===== src/rtl/drect_pkg.sv =====
// Shared types, codes and a helper function for the rectangle outline overlay.
`timescale 1ns / 1ps
package drect_pkg;

  localparam int MAX_RECTS  = 16;
  localparam int RECT_IDX_W = (MAX_RECTS > 1) ? $clog2(MAX_RECTS) : 1;
  localparam int RECT_CNT_W = $clog2(MAX_RECTS + 1);

  localparam logic [15:0] OUTLINE_COLOR_RESET = 16'hF81F;

  // Input command codes
  localparam logic [1:0] CMD_RECORD = 2'd0;
  localparam logic [1:0] CMD_CLEAR  = 2'd1;
  localparam logic [1:0] CMD_PIXEL  = 2'd2;

  // Configuration register indexes
  localparam logic CFG_ENABLE = 1'b0;
  localparam logic CFG_COLOR  = 1'b1;

  typedef struct packed {
    logic signed [15:0] x;
    logic signed [15:0] y;
    logic signed [15:0] w;
    logic signed [15:0] h;
  } rect_t;

  typedef enum logic [1:0] {
    ST_IDLE,
    ST_FETCH,
    ST_TEST,
    ST_DONE
  } ctrl_state_t;

  // Commands from controller to datapath
  typedef struct packed {
    logic take_record;
    logic take_clear;
    logic take_pixel;
    logic test;
    logic advance;
    logic load_out;
  } dp_cmd_t;

  // Status from datapath to controller
  typedef struct packed {
    logic scan_needed;
    logic hit;
    logic last;
    logic out_busy;
  } dp_status_t;

  // True when the pixel lies on the border of a non-empty rectangle.
  function automatic logic rect_border_hit(rect_t r, logic [14:0] px, logic [14:0] py);
    logic signed [17:0] sx;
    logic signed [17:0] sy;
    logic signed [17:0] right;
    logic signed [17:0] bottom;
    logic signed [17:0] qx;
    logic signed [17:0] qy;
    logic               size_ok;
    logic               in_box;
    sx      = $signed({{2{r.x[15]}}, r.x});
    sy      = $signed({{2{r.y[15]}}, r.y});
    right   = sx + $signed({{2{r.w[15]}}, r.w}) - 18'sd1;
    bottom  = sy + $signed({{2{r.h[15]}}, r.h}) - 18'sd1;
    qx      = $signed({3'b000, px});
    qy      = $signed({3'b000, py});
    size_ok = !r.w[15] && (r.w != 16'sd0) && !r.h[15] && (r.h != 16'sd0);
    in_box  = (qx >= sx) && (qx <= right) && (qy >= sy) && (qy <= bottom);
    return size_ok && in_box &&
           ((qy == sy) || (qy == bottom) || (qx == sx) || (qx == right));
  endfunction

endpackage


===== src/rtl/dirty_rect_outline_overlay.sv =====
// Top level of the rectangle outline overlay: controller plus datapath.
`timescale 1ns / 1ps
// Sequence: a record result goes through the done state into the output register; a pixel
//   first scans the table, a fetch and a test state per entry, stopping at the first hit or last entry.
// Throughput: one item at a time; the next is accepted once the result sits in the
//   output register, and a clear gives no result. The scan loop (one registered table
//   read plus one border test per entry) sets the pixel rate.
// Reset (synchronous, active high): table empty, overlay disabled, color 0xF81F.
module dirty_rect_outline_overlay (
  input  logic                clk,
  input  logic                rst,
  // Configuration write port
  input  logic                cfg_we,
  input  logic                cfg_index,
  input  logic [15:0]         cfg_data,
  // Input channel
  input  logic                in_valid,
  output logic                in_ready,
  input  logic [1:0]          command,
  input  logic signed [15:0]  rect_x,
  input  logic signed [15:0]  rect_y,
  input  logic signed [15:0]  rect_width,
  input  logic signed [15:0]  rect_height,
  input  logic [14:0]         pixel_x,
  input  logic [14:0]         pixel_y,
  input  logic [15:0]         pixel_value,
  // Output channel
  output logic                out_valid,
  input  logic                out_ready,
  output logic [15:0]         pixel_out,
  output logic                on_outline,
  output logic                table_full
);

  drect_pkg::dp_cmd_t    cmd;
  drect_pkg::dp_status_t status;

  // The controller owns the input handshake and steps through each transaction;
  // it hands the finished result to the output register and returns to idle.
  drect_ctrl u_ctrl (
    .clk      (clk),
    .rst      (rst),
    .in_valid (in_valid),
    .in_ready (in_ready),
    .command  (command),
    .status   (status),
    .cmd      (cmd)
  );

  // The datapath holds the registers, the table and the output stage; the output
  // register decouples the result from the next accepted transaction.
  drect_datapath u_datapath (
    .clk         (clk),
    .rst         (rst),
    .cfg_we      (cfg_we),
    .cfg_index   (cfg_index),
    .cfg_data    (cfg_data),
    .rect_x      (rect_x),
    .rect_y      (rect_y),
    .rect_width  (rect_width),
    .rect_height (rect_height),
    .pixel_x     (pixel_x),
    .pixel_y     (pixel_y),
    .pixel_value (pixel_value),
    .cmd         (cmd),
    .status      (status),
    .out_valid   (out_valid),
    .out_ready   (out_ready),
    .pixel_out   (pixel_out),
    .on_outline  (on_outline),
    .table_full  (table_full)
  );

endmodule


===== src/rtl/drect_ctrl.sv =====
// Controller state machine: sequences record, clear, table scan and result hand-off.
`timescale 1ns / 1ps
module drect_ctrl (
  input  logic                 clk,
  input  logic                 rst,
  input  logic                 in_valid,
  output logic                 in_ready,
  input  logic [1:0]           command,
  input  drect_pkg::dp_status_t status,
  output drect_pkg::dp_cmd_t    cmd
);

  drect_pkg::ctrl_state_t state;
  drect_pkg::ctrl_state_t state_next;

  logic take;

  assign take = in_valid && (state == drect_pkg::ST_IDLE);

  always_ff @(posedge clk) begin
    if (rst) begin
      state <= drect_pkg::ST_IDLE;
    end else begin
      state <= state_next;
    end
  end

  always_comb begin
    state_next = state;
    case (state)
      drect_pkg::ST_IDLE: begin
        if (take) begin
          case (command)
            drect_pkg::CMD_RECORD: state_next = drect_pkg::ST_DONE;
            drect_pkg::CMD_PIXEL: begin
              state_next = status.scan_needed ? drect_pkg::ST_FETCH : drect_pkg::ST_DONE;
            end
            default: state_next = drect_pkg::ST_IDLE;
          endcase
        end
      end
      drect_pkg::ST_FETCH: state_next = drect_pkg::ST_TEST;
      drect_pkg::ST_TEST: begin
        if (status.hit || status.last) begin
          state_next = drect_pkg::ST_DONE;
        end else begin
          state_next = drect_pkg::ST_FETCH;
        end
      end
      drect_pkg::ST_DONE: begin
        if (!status.out_busy) begin
          state_next = drect_pkg::ST_IDLE;
        end
      end
      default: state_next = drect_pkg::ST_IDLE;
    endcase
  end

  always_comb begin
    in_ready         = (state == drect_pkg::ST_IDLE);
    cmd              = '0;
    cmd.take_record  = take && (command == drect_pkg::CMD_RECORD);
    cmd.take_clear   = take && (command == drect_pkg::CMD_CLEAR);
    cmd.take_pixel   = take && (command == drect_pkg::CMD_PIXEL);
    cmd.test         = (state == drect_pkg::ST_TEST);
    cmd.advance      = (state == drect_pkg::ST_TEST) && !status.hit && !status.last;
    cmd.load_out     = (state == drect_pkg::ST_DONE) && !status.out_busy;
  end

endmodule


===== src/rtl/drect_datapath.sv =====
// Datapath: config registers, rectangle table, border test and output register.
`timescale 1ns / 1ps
module drect_datapath (
  input  logic                 clk,
  input  logic                 rst,
  input  logic                 cfg_we,
  input  logic                 cfg_index,
  input  logic [15:0]          cfg_data,
  input  logic signed [15:0]   rect_x,
  input  logic signed [15:0]   rect_y,
  input  logic signed [15:0]   rect_width,
  input  logic signed [15:0]   rect_height,
  input  logic [14:0]          pixel_x,
  input  logic [14:0]          pixel_y,
  input  logic [15:0]          pixel_value,
  input  drect_pkg::dp_cmd_t    cmd,
  output drect_pkg::dp_status_t status,
  output logic                 out_valid,
  input  logic                 out_ready,
  output logic [15:0]          pixel_out,
  output logic                 on_outline,
  output logic                 table_full
);

  logic                              overlay_enable;
  logic [15:0]                       outline_color;
  drect_pkg::rect_t                  rect_table [drect_pkg::MAX_RECTS];
  drect_pkg::rect_t                  rdata;
  logic [drect_pkg::RECT_CNT_W-1:0]  rect_count;
  logic [drect_pkg::RECT_CNT_W-1:0]  idx;
  logic [14:0]                       px;
  logic [14:0]                       py;
  logic [15:0]                       pv;
  logic                              is_pixel;
  logic                              hit_flag;
  logic                              full_flag;
  logic                              can_store;
  logic                              hit;

  assign can_store = overlay_enable && (rect_count < drect_pkg::RECT_CNT_W'(drect_pkg::MAX_RECTS));
  assign hit       = drect_pkg::rect_border_hit(rdata, px, py);

  always_comb begin
    status             = '0;
    status.scan_needed = overlay_enable && (rect_count != '0);
    status.hit         = hit;
    status.last        = (idx + 1'b1) == rect_count;
    status.out_busy    = out_valid && !out_ready;
  end

  // Configuration registers
  always_ff @(posedge clk) begin
    if (rst) begin
      overlay_enable <= 1'b0;
      outline_color  <= drect_pkg::OUTLINE_COLOR_RESET;
    end else if (cfg_we) begin
      case (cfg_index)
        drect_pkg::CFG_ENABLE: overlay_enable <= cfg_data[0];
        drect_pkg::CFG_COLOR:  outline_color  <= cfg_data;
        default: ;
      endcase
    end
  end

  // Rectangle table: one write port, registered read at the scan index
  always_ff @(posedge clk) begin
    if (cmd.take_record && can_store) begin
      rect_table[rect_count[drect_pkg::RECT_IDX_W-1:0]] <=
        '{x: rect_x, y: rect_y, w: rect_width, h: rect_height};
    end
    rdata <= rect_table[idx[drect_pkg::RECT_IDX_W-1:0]];
  end

  always_ff @(posedge clk) begin
    if (rst) begin
      rect_count <= '0;
    end else if (cmd.take_clear) begin
      rect_count <= '0;
    end else if (cmd.take_record && can_store) begin
      rect_count <= rect_count + 1'b1;
    end
  end

  // Item working registers
  always_ff @(posedge clk) begin
    if (rst) begin
      idx <= '0;
    end else if (cmd.take_pixel) begin
      idx <= '0;
    end else if (cmd.advance) begin
      idx <= idx + 1'b1;
    end
  end

  always_ff @(posedge clk) begin
    if (cmd.take_pixel) begin
      px        <= pixel_x;
      py        <= pixel_y;
      pv        <= pixel_value;
      is_pixel  <= 1'b1;
      hit_flag  <= 1'b0;
      full_flag <= 1'b0;
    end else if (cmd.take_record) begin
      is_pixel  <= 1'b0;
      hit_flag  <= 1'b0;
      full_flag <= overlay_enable && !can_store;
    end else if (cmd.test && hit) begin
      hit_flag  <= 1'b1;
    end
  end

  // Output register
  always_ff @(posedge clk) begin
    if (rst) begin
      out_valid <= 1'b0;
    end else if (cmd.load_out) begin
      out_valid <= 1'b1;
    end else if (out_ready) begin
      out_valid <= 1'b0;
    end
  end

  always_ff @(posedge clk) begin
    if (cmd.load_out) begin
      if (!is_pixel) begin
        pixel_out <= 16'h0000;
      end else if (hit_flag) begin
        pixel_out <= {outline_color[7:0], outline_color[15:8]};
      end else begin
        pixel_out <= pv;
      end
      on_outline <= is_pixel && hit_flag;
      table_full <= !is_pixel && full_flag;
    end
  end

  a_count_bound: assert property (@(posedge clk) disable iff (rst)
    rect_count <= drect_pkg::RECT_CNT_W'(drect_pkg::MAX_RECTS))
    else $error("rectangle count above table depth");

  a_test_in_range: assert property (@(posedge clk) disable iff (rst)
    cmd.test |-> (idx < rect_count))
    else $error("border test on an entry beyond the table fill");

  a_no_overwrite: assert property (@(posedge clk) disable iff (rst)
    cmd.load_out |-> !(out_valid && !out_ready))
    else $error("output register loaded while a result is still held");

  a_record_counts: assert property (@(posedge clk) disable iff (rst)
    (cmd.take_record && can_store) |=> (rect_count == $past(rect_count) + 1'b1))
    else $error("stored rectangle not counted");

endmodule


===== config.mk =====
export PLATFORM = sky130hd
export DESIGN_NAME = dirty_rect_outline_overlay
export DESIGN_NICKNAME = d
export VERILOG_FILES = /design/src/rtl/drect_pkg.sv /design/src/rtl/dirty_rect_outline_overlay.sv /design/src/rtl/drect_ctrl.sv /design/src/rtl/drect_datapath.sv
export SDC_FILE = /design/constraint.sdc
export NUM_CORES = 1
export LEC_CHECK = 0
export BUFFER_PORTS_ARGS = -buffer_cell sky130_fd_sc_hd__clkbuf_2
export CORE_MARGIN = 2
export CORE_UTILIZATION = 32
export DETAILED_ROUTE_END_ITERATION = 10
export PLACE_DENSITY = 0.58
export SETUP_SLACK_MARGIN = 0.4
export SYNTH_ARGS = -nofsm -noshare
export SYNTH_HDL_FRONTEND = slang
export SYNTH_SLANG_ARGS = --single-unit

===== constraint.sdc =====
create_clock -name clk -period 7.3 [get_ports clk]
set_clock_uncertainty 0.2 [all_clocks]
set_input_delay 1.46 -clock clk [delete_from_list [all_inputs] [get_ports clk]]
set_output_delay 1.46 -clock clk [all_outputs]
set_load 0.02 [all_outputs]

Yosys cells after proc, flatten, opt, wreduce, memory -nomap -nowiden
Memories as Yosys holds them, arrays and structs flattened. A register that Yosys moved wholly into a read port is not among the register bits.
Cells that the tools add are included.
- add/subtract/negate cells: 6
- magnitude comparators: 5
- equality and inequality tests: 12
- mux-type cells: 11
- bitwise operators: 1
- reduce and logical (&&, ||, !) cells: 47
- operators by type and width (operator ; count):
    $eq A16 B18 Y1 ; 2
    $le A16 B18 Y1 ; 2
    $sub A18 B2 Y18 const B ; 2
    $add A16 B16 Y17 ; 2
    $eq A16 B16 Y1 ; 2
    $ge A16 B16 Y1 ; 2
    $reduce_bool A16 Y1 ; 2
    $logic_and A1 B1 Y1 ; 23
    $mux W16 ; 1
    $add A5 B1 Y5 const B ; 2
    $logic_not A1 Y1 ; 8
    $mux W2 ; 4
    $pmux W2 S4 ; 1
    $eq A2 B2 Y1 const B ; 3
    $reduce_and A2 Y1 ; 3
    $reduce_or A2 Y1 ; 3
    $eq A5 B5 Y1 ; 1
    $lt A5 B5 Y1 const B ; 1
    $reduce_bool A5 Y1 ; 1
    $eq A2 B1 Y1 const B ; 2
    $logic_not A2 Y1 ; 2
    $logic_or A1 B1 Y1 ; 4
    $mux W1 ; 4
    $pmux W2 S2 ; 1
    other kinds (4) ; 4
- register bits: 97
- memory bits (writable): 1024
- output and inout bits: 20
- memories: 1
- memory list (name ; depth ; width ; read ports ; clocked after memory_dff ; write ports ; RTL line ; RTL):
    u_datapath.rect_table ; 16 ; 64 ; 1 ; 1 ; 1 ; drect_datapath.sv:27 ; drect_pkg::rect_t rect_table [drect_pkg::MAX_RECTS];

Longest topological paths before layout
Gate-level depths: netlist of the first run.
- depth in word-level cells: 11
- mapped depth: 23

By module
From an unflattened synthesis of the first run, not the netlist that was laid out.
- cells, all modules: 2356
- area, all modules: 47369.2 um^2
- modules (own cells, without submodules) (module ; instances ; cells an instance ; area an instance (um^2)):
    drect_datapath ; 1 ; 2336 ; 47215.3
    drect_ctrl ; 1 ; 20 ; 153.9

Worst setup path before layout of the first run
OpenSTA, ideal clock, no wires.
- path type: input port to flip-flop
- from: in command[0]
- to: mem u_datapath.rect_table[3][0] (netlist name), enable pin
- data arrival time: 6.754 ns
- required time: 6.536 ns
- setup slack: -0.218 ns
- cell stages on the path: 6
- cell sequence: nand2b_1 nor3_1 nand2_1 nor2_1 nand2_1 nor3_1
- longest elaborated chain between the ends: 5
- RTL lines (item ; RTL line ; RTL):
    start, declared ; dirty_rect_outline_overlay.sv:19 ; input logic [1:0] command,
    $logic_not A2 Y1 ; drect_ctrl.sv:62 ; cmd.take_record = take && (command == drect_pkg::CMD_RECORD);
    $logic_and A1 B1 Y1 ; drect_ctrl.sv:62 ;
    $logic_and A1 B1 Y1 ; drect_datapath.sv:67 ; if (cmd.take_record && can_store) begin
    $mux W1 ; drect_datapath.sv:67 ;
    $mux W1 (implied by the code) ; drect_datapath.sv:68 ; rect_table[rect_count[drect_pkg::RECT_IDX_W-1:0]] <=
    end, declared ; drect_datapath.sv:27 ;
No other way between the ends.

Worst setup path in the final report of the first run
- from: reg, netlist name u_datapath.rdata[32]
- to: reg u_datapath.idx[0] (netlist name)
- longest elaborated chain between the ends: 10
- RTL lines (item ; RTL line ; RTL):
    branches (longest 6 deep; another with $sub A18 B2 Y18) ; -- ;
    $logic_and A1 B1 Y1 (*) ; drect_pkg.sv:70 ; return size_ok && in_box &&
    $logic_not A1 Y1 (*) ; drect_ctrl.sv:66 ; cmd.advance = (state == drect_pkg::ST_TEST) && !status.hit && !status.last;
    $logic_and A1 B1 Y1 (*) (2 in a row) ; drect_ctrl.sv:66 ;
    end signal, assigned ; drect_datapath.sv:91 ; idx <= idx + 1'b1;
    end, declared ; drect_datapath.sv:30 ; logic [drect_pkg::RECT_CNT_W-1:0] idx;
Mark *: on every way between the ends.
A chain may end at the register's enable or synchronous reset.

==> flow_metrics.tcl, run 1 <==
set metrics [dict create \
    yosysWarnings 0 \
    slew_violations 0 \
    drv.max_cap_violation_count 0 \
    synth.top_cell.area_share_pct 69.00 \
    fp.dieW_um 388.7 \
    grt_pass1_vias 23642 \
    drt_pass1_iterations 5 \
    power_density_mw_per_mm2 303.5 \
    p_sw_share_pct 26.03 \
    syn_to_final_growth_pct 15.07 \
    drive_gt1_share_pct 27.26 \
    worstMarginPinSlew_ps 1183 \
    clkLatencyLatePin_ps 730 \
    synth_cells 2335 \
    seqPwrFrac_pct 46.4 \
    power_mw 16.54 \
    seqCellArea_sq_mm 0.03463 \
    hold_viol_final 0 \
    crit_fanout 5 \
    antenna_found_initial 17 \
    synth_area_leaders "edfxtp_1, mux4_2, dfxtp_1, ha_1, nand2_1" \
    track_usage_pct 15.28 \
    cts_resized 0 \
    status "finished, final reports clean" \
    grt_max_degree 128 \
    overflow 0 \
    grt_pass1_wl_mm 168.5 \
    maxSlewHeadroom_pct 21.02 \
    finalNetCount 2785 \
    async_reset_ff_share_pct 0 \
    io_buffers 153 \
    crit_path_end_kind "flop" \
    row_count 141 \
    fillers 13351 \
    synth-edff-count 1088 \
    multiInputGateArea_sq_mm 0.01234 \
    hpwl_mm 67.14 \
    cts_tree "done" \
    cts_buffers 114 \
    postLayoutCellArea_sq_mm 0.05449 \
    coreArea_sq_mm 0.1473 \
    max-clock-path-buffers 3 \
    synthDistinctLibCells 72 \
    drtIter0Drc 2029 \
    hold_buffers 0 \
    place_area_sq_mm 0.05077 \
    hp-class "flop to flop" \
    drc 0 \
    die_h_um 388.7 \
    synth_flop_cell "edfxtp_1" \
    final_common_cell "edfxtp_1" \
    dieArea_sq_mm 0.1511 \
    gp_congestion 0.8063 \
    cts_setup_buffers 0 \
    synth_nets 2570 \
    rsz0062_at_grt "false" \
    antenna_left 0 \
    min_period_ps 5579 \
    startpoint_type "flop" \
    h-tree-depth 3 \
    cts.sinks 1185 \
    p_sw_mw 4.304 \
    num_vias 23223 \
    syn_area_sq_mm 0.04735 \
    avgRoutedWirePerCell_um 25.49 \
    final_cell_mix "edfxtp_1, mux4_2, clkbuf_2" \
    viasPerCell 5.072 \
    crit_type "flop to flop" \
    start_util_pct 32.14 \
    yosys.area.top_type "edfxtp_1" \
    drt-total-wl_mm 116.7 \
    p_comb_share_pct 18.0 \
    pwr-share-clk_pct 35.6 \
    io_pins 154 \
    ys_seq_area_share_pct 73.10 \
    syn_avg_cell_area_sq_um 20.28 \
    finalCritPeriodShare_pct 76.42 \
    setup_violations 0 \
    root_buffer "clkbuf_16" \
    finalSetupTns_ps 0 \
    internal_power_mw 12.23 \
    arrival_ps 5980 \
    crit_required_ps 7700 \
    synth_seq_cells 1185 \
    leakagePower_nw 17.19 \
    path_clk_slew_ps 60 \
    maxClockFrequency_mhz 179.3 \
    irDropWorstVdd_mv 0.1839 \
]
-- worst max-delay path: stages, from the launching register on --
cell	delay (ps)
dfxtp_1	350
ha_1	190
inv_1	60
fa_1	400
nor2b_1	260
o21a_1	150
nor2_1	50
xor2_1	280
nand3_1	220
nor4_1	690
nand2_1	140
xnor2_1	170
ha_1	300
and3_1	150
nand3_1	120
nor4_1	520
inv_1	100
a211o_2	320
a41o_2	300
and3_1	200
nor3_1	230
nor3b_2	70
-- final cells by class --
class                      count  area share [%]
multi-input combinational   1008           22.65
timing repair buffer         190           2.191
antenna                        4         0.01837
clock buffer                 147           5.594
inverter                      51          0.3513
clock inverter                64           1.215
tap                         1930           4.432
sequential                  1185           63.55
-- metal layers --
metal / up-vias / global-route usage, % / wire length (um)
met5: - / 0 / 77
met4: 12 / 3.863 / 1950
met3: 135 / 2.456 / 6449
met2: 653 / 25.52 / 57850
met1: 12319 / 20.82 / 50380
li1: 10104 / - / -
-- kinds of logic (layout without fill, tap and decap cells) --
family / Yosys count / in the layout / synth area share, %
fa+ha+maj: 101 / 101 / 2.700
buf+inv: 142 / 452 / 1.128
mux: 341 / 341 / 15.66
compound gates: 168 / 168 / 2.563
other cells: 0 / 4 / 0
flops: 1185 / 1185 / 73.10
xor+xnor: 54 / 54 / 0.9988
simple gates: 344 / 344 / 3.847
-- path summary, 6_finish.rpt --
path	endpoint	cells after the start	from	slack, ps
setup reg to reg	u_datapath.idx[0]$_SDFFE_PP0P_	21	u_datapath.rdata[32]$_DFF_P_	1720
setup / recovery	u_datapath.idx[0]$_SDFFE_PP0P_	21	u_datapath.rdata[32]$_DFF_P_	1720
hold / removal	u_datapath.full_flag$_SDFFE_PP0P_	2	u_datapath.full_flag$_SDFFE_PP0P_	240
hold reg to reg	u_datapath.full_flag$_SDFFE_PP0P_	2	u_datapath.full_flag$_SDFFE_PP0P_	240
-- synthesized netlist by cell type (25+ instances only) --
library cell and count:
edfxtp_1 1088, mux4_2 320, ha_1 99, dfxtp_1 97, nand2_1 75, nor2_1 72
clkbuf_1 69, inv_1 51, a21oi_1 46, nor2b_1 32, xnor2_1 29, nor3_1 27
nand3_1 26, xor2_1 25
-- sequential cells by signal, indices dropped and copies added (netlist names), 5 cells and up --
register                  cells
u_datapath.rect_count         5
u_datapath.px                15
u_datapath.outline_color     16
u_datapath.pixel_out         16
u_datapath.rdata             64
u_datapath.pv                16
u_datapath.idx                5
u_datapath.py                15
u_datapath.rect_table      1024
-- power by group through the flow --
| stage | Clock [mW] | Sequential (mW) | Combinational [mW] |
|---|---|---|---|
| 2_1_floorplan | 0 | 7.71 | 2.27 |
| 3_3_place_gp | 0 | 7.82 | 2.98 |
| 3_5_place_dp | 0 | 7.82 | 2.98 |
| 4_1_cts | 6.01 | 7.68 | 3.00 |
| 5_1_grt | 6.28 | 7.69 | 3.27 |
| 6_report | 5.88 | 7.68 | 2.98 |
-- through the flow --
stage	hold WS [ps]	worst slack, ps	util, %	cells
floorplan	207.4	1466	-	2335
global placement	223.3	1844	34.46	4364
detailed placement	231.7	1770	34.46	4364
CTS	244.5	1751	36.98	4575
global route	276.7	1112	36.98	4576
finish	244.7	1721	36.99	4579
No activity file was read; power rests on OpenSTA's default activity.
==> inputs of run 2 (changes only) <==
Settings changed: PLACE_DENSITY 0.58 to 0.57.
Clock period 7.3 ns to 5.7 ns, I/O delays scaled along.
==> run 2 against run 1 <==
Clock-buffer cell count decreased by 9. Maximum frequency increased by 11%. Design area increased by 1.5%. First-iteration DRC count increased by 9.1%. Setup slack got worse by 1100 ps. Largest cell class unchanged. Largest power group unchanged.
==> flow_metrics.tcl, run 2 (synthesis results as in run 1) <==
set metrics [dict create \
    status "finished, final reports clean" \
    min_period_ps 5035 \
    syn_to_final_growth_pct 16.74 \
    met3_length_mm 6.136 \
    met2_length_mm 58.86 \
    drive_gt1_share_pct 28.82 \
    hold_viol_final 0 \
    power_density_mw_per_mm2 393.3 \
    path_clk_slew_ps 70 \
    avgRoutedWirePerCell_um 25.49 \
    start_util_pct 32.14 \
    finalNetCount 2802 \
    maxSlewHeadroom_pct 22.78 \
    drc 0 \
    num_vias 23438 \
    irDropWorstVdd_mv 0.2659 \
    h-tree-depth 3 \
    hp-class "flop to flop" \
    path_cells "ha_1, nand2_2, o31ai_4, o211a_1, nor3_1, or4b_4, nor2_1, nand2_1, nor2_1, xnor2_1, ha_1, and3_1, nand3_1, nor4_4, inv_1, a211o_2, a41o_2, nand3_4, nand2_4, a2111oi_4" \
    io_buffers 153 \
    leakagePower_nw 17.52 \
    top_layer_used "met5" \
    io_pins 154 \
    hp-start "u_datapath.outline_color[6]$_SDFFE_PP0P_" \
    fp.dieW_um 388.7 \
    antenna_found_initial 18 \
    clkLatencyLatePin_ps 750 \
    place_ws_ps 179.4 \
    grt_pass1_vias 24424 \
    coreArea_sq_mm 0.1473 \
    drt-total-wl_mm 117.2 \
    track_usage_pct 15.41 \
    arrival_ps 5480 \
    root_buffer "clkbuf_16" \
    hpwl_mm 69.48 \
    crit_type "flop to flop" \
    startpoint_type "flop" \
    crit_path_end_kind "flop" \
    fillers 13138 \
    slowest_delay_ps 580 \
    drt_pass1_iterations 5 \
    cts_buffers 115 \
    finalCritPeriodShare_pct 88.33 \
    finalSetupTns_ps 0 \
    worst_slack_ps 665.0 \
    rsz0062_at_grt "false" \
    viasPerCell 5.099 \
    crit_fanout 10 \
    crit_required_ps 6140 \
    multiInputGateArea_sq_mm 0.01243 \
    final_cell_mix "edfxtp_1, mux4_2, clkbuf_2" \
    maxClockFrequency_mhz 198.6 \
    slowest_stage "or4b_4" \
    max-clock-path-buffers 3 \
    seqCellArea_sq_mm 0.03463 \
    dieArea_sq_mm 0.1511 \
    final_util_pct 37.53 \
    antenna_left 0 \
    cts_tree "done" \
    wl_met1_mm 49.93 \
    setup_violations 0 \
    drv.max_cap_violation_count 0 \
    largest_register_ffs 1024 \
    drtIter0Drc 2214 \
    worstMarginPinSlew_ps 1157 \
    hold_buffers 0 \
    cts.sinks 1185 \
    overflow 0 \
    gp_congestion 0.8509 \
    grt_pass1_wl_mm 170.6 \
    slew_violations 0 \
    die_h_um 388.7 \
    row_count 141 \
    reg2reg_from "u_datapath.rdata[4]$_DFF_P_" \
    cp-startpoint "u_datapath.rdata[4]$_DFF_P_" \
    final_common_cell "edfxtp_1" \
    grt_max_degree 100 \
]
run 2: cell count changes in the layout (fill, tap and decap cells not counted), sizes merged:
cell / previous run / this run
buf: 37 / 53
bufinv: 11 / 18
clkbuf: 300 / 291
clkinv: 40 / 46
clkinvlp: 8 / 9
diode: 4 / 2
inv: 56 / 55
run 2: path summary, 6_finish.rpt:
| path | cells after the start | to | slack, ps |
|---|---|---|---|
| worst min-delay path | 2 | u_datapath.outline_color[6]$_SDFFE_PP0P_ | 270 |
| worst max-delay path | 20 | u_ctrl.state[1]$_SDFFE_PP0P_ | 660 |
| worst min register to register | 2 | u_datapath.outline_color[6]$_SDFFE_PP0P_ | 270 |
| worst max register to register | 20 | u_ctrl.state[1]$_SDFFE_PP0P_ | 660 |
run 2: report_power, final:
group | leakage [nW] | internal, mW | switching, mW
Sequential | 10.6 | 9.63 | 0.190
Clock | 1.96 | 4.66 | 3.32
Combinational | 4.97 | 1.83 | 2.11
Total | 17.5 | 16.1 | 5.62
run 2: cell type report:
class | count | share of cell area, %
sequential | 1185 | 62.64
multi-input combinational | 1008 | 22.49
clock buffer | 138 | 5.525
tap | 1930 | 4.368
timing repair buffer | 206 | 2.807
clock inverter | 77 | 1.808
inverter | 51 | 0.3463
antenna | 2 | 0.009053
run 2: worst max-delay path, delay by kind of cell, from the launching register on:
kind | cells | cell delay [ps]
AND/OR/NAND/NOR | 11 | 1830
AO/OA/AOI/OAI | 5 | 1660
adder cells (fa/ha/maj) | 2 | 760
flip-flops | 1 | 320
XOR/XNOR | 1 | 90
buffers and inverters | 1 | 80
run 2: what timing repair did:
| action | 4_1_cts | 5_1_grt |
|---|---|---|
| pin swaps | 1 | 6 |
| resized for setup | 4 | 18 |
| endpoints found under the setup margin | 6 | 7 |
| buffers inserted | 1 | 5 |
run 2: stage by stage:
stage | std cells | total power [mW] | hold WS, ps | instance area (sq um)
after floorplan | 2335 | 12.78 | 207.4 | 47380
after global placement | 4374 | 13.78 | 228.0 | 51080
after detailed placement | 4374 | 13.86 | 242.4 | 51080
after CTS | 4590 | 21.88 | 265.5 | 55160
after global routing | 4595 | 22.65 | 289.0 | 55280
final | 4597 | 21.74 | 266.3 | 55280
run 2: per-layer routing:
layer	up-vias	track usage, %
met4	18	3.714
met1	12465	20.45
li1	10137	-
met2	653	26.44
met3	165	2.516
met5	-	0
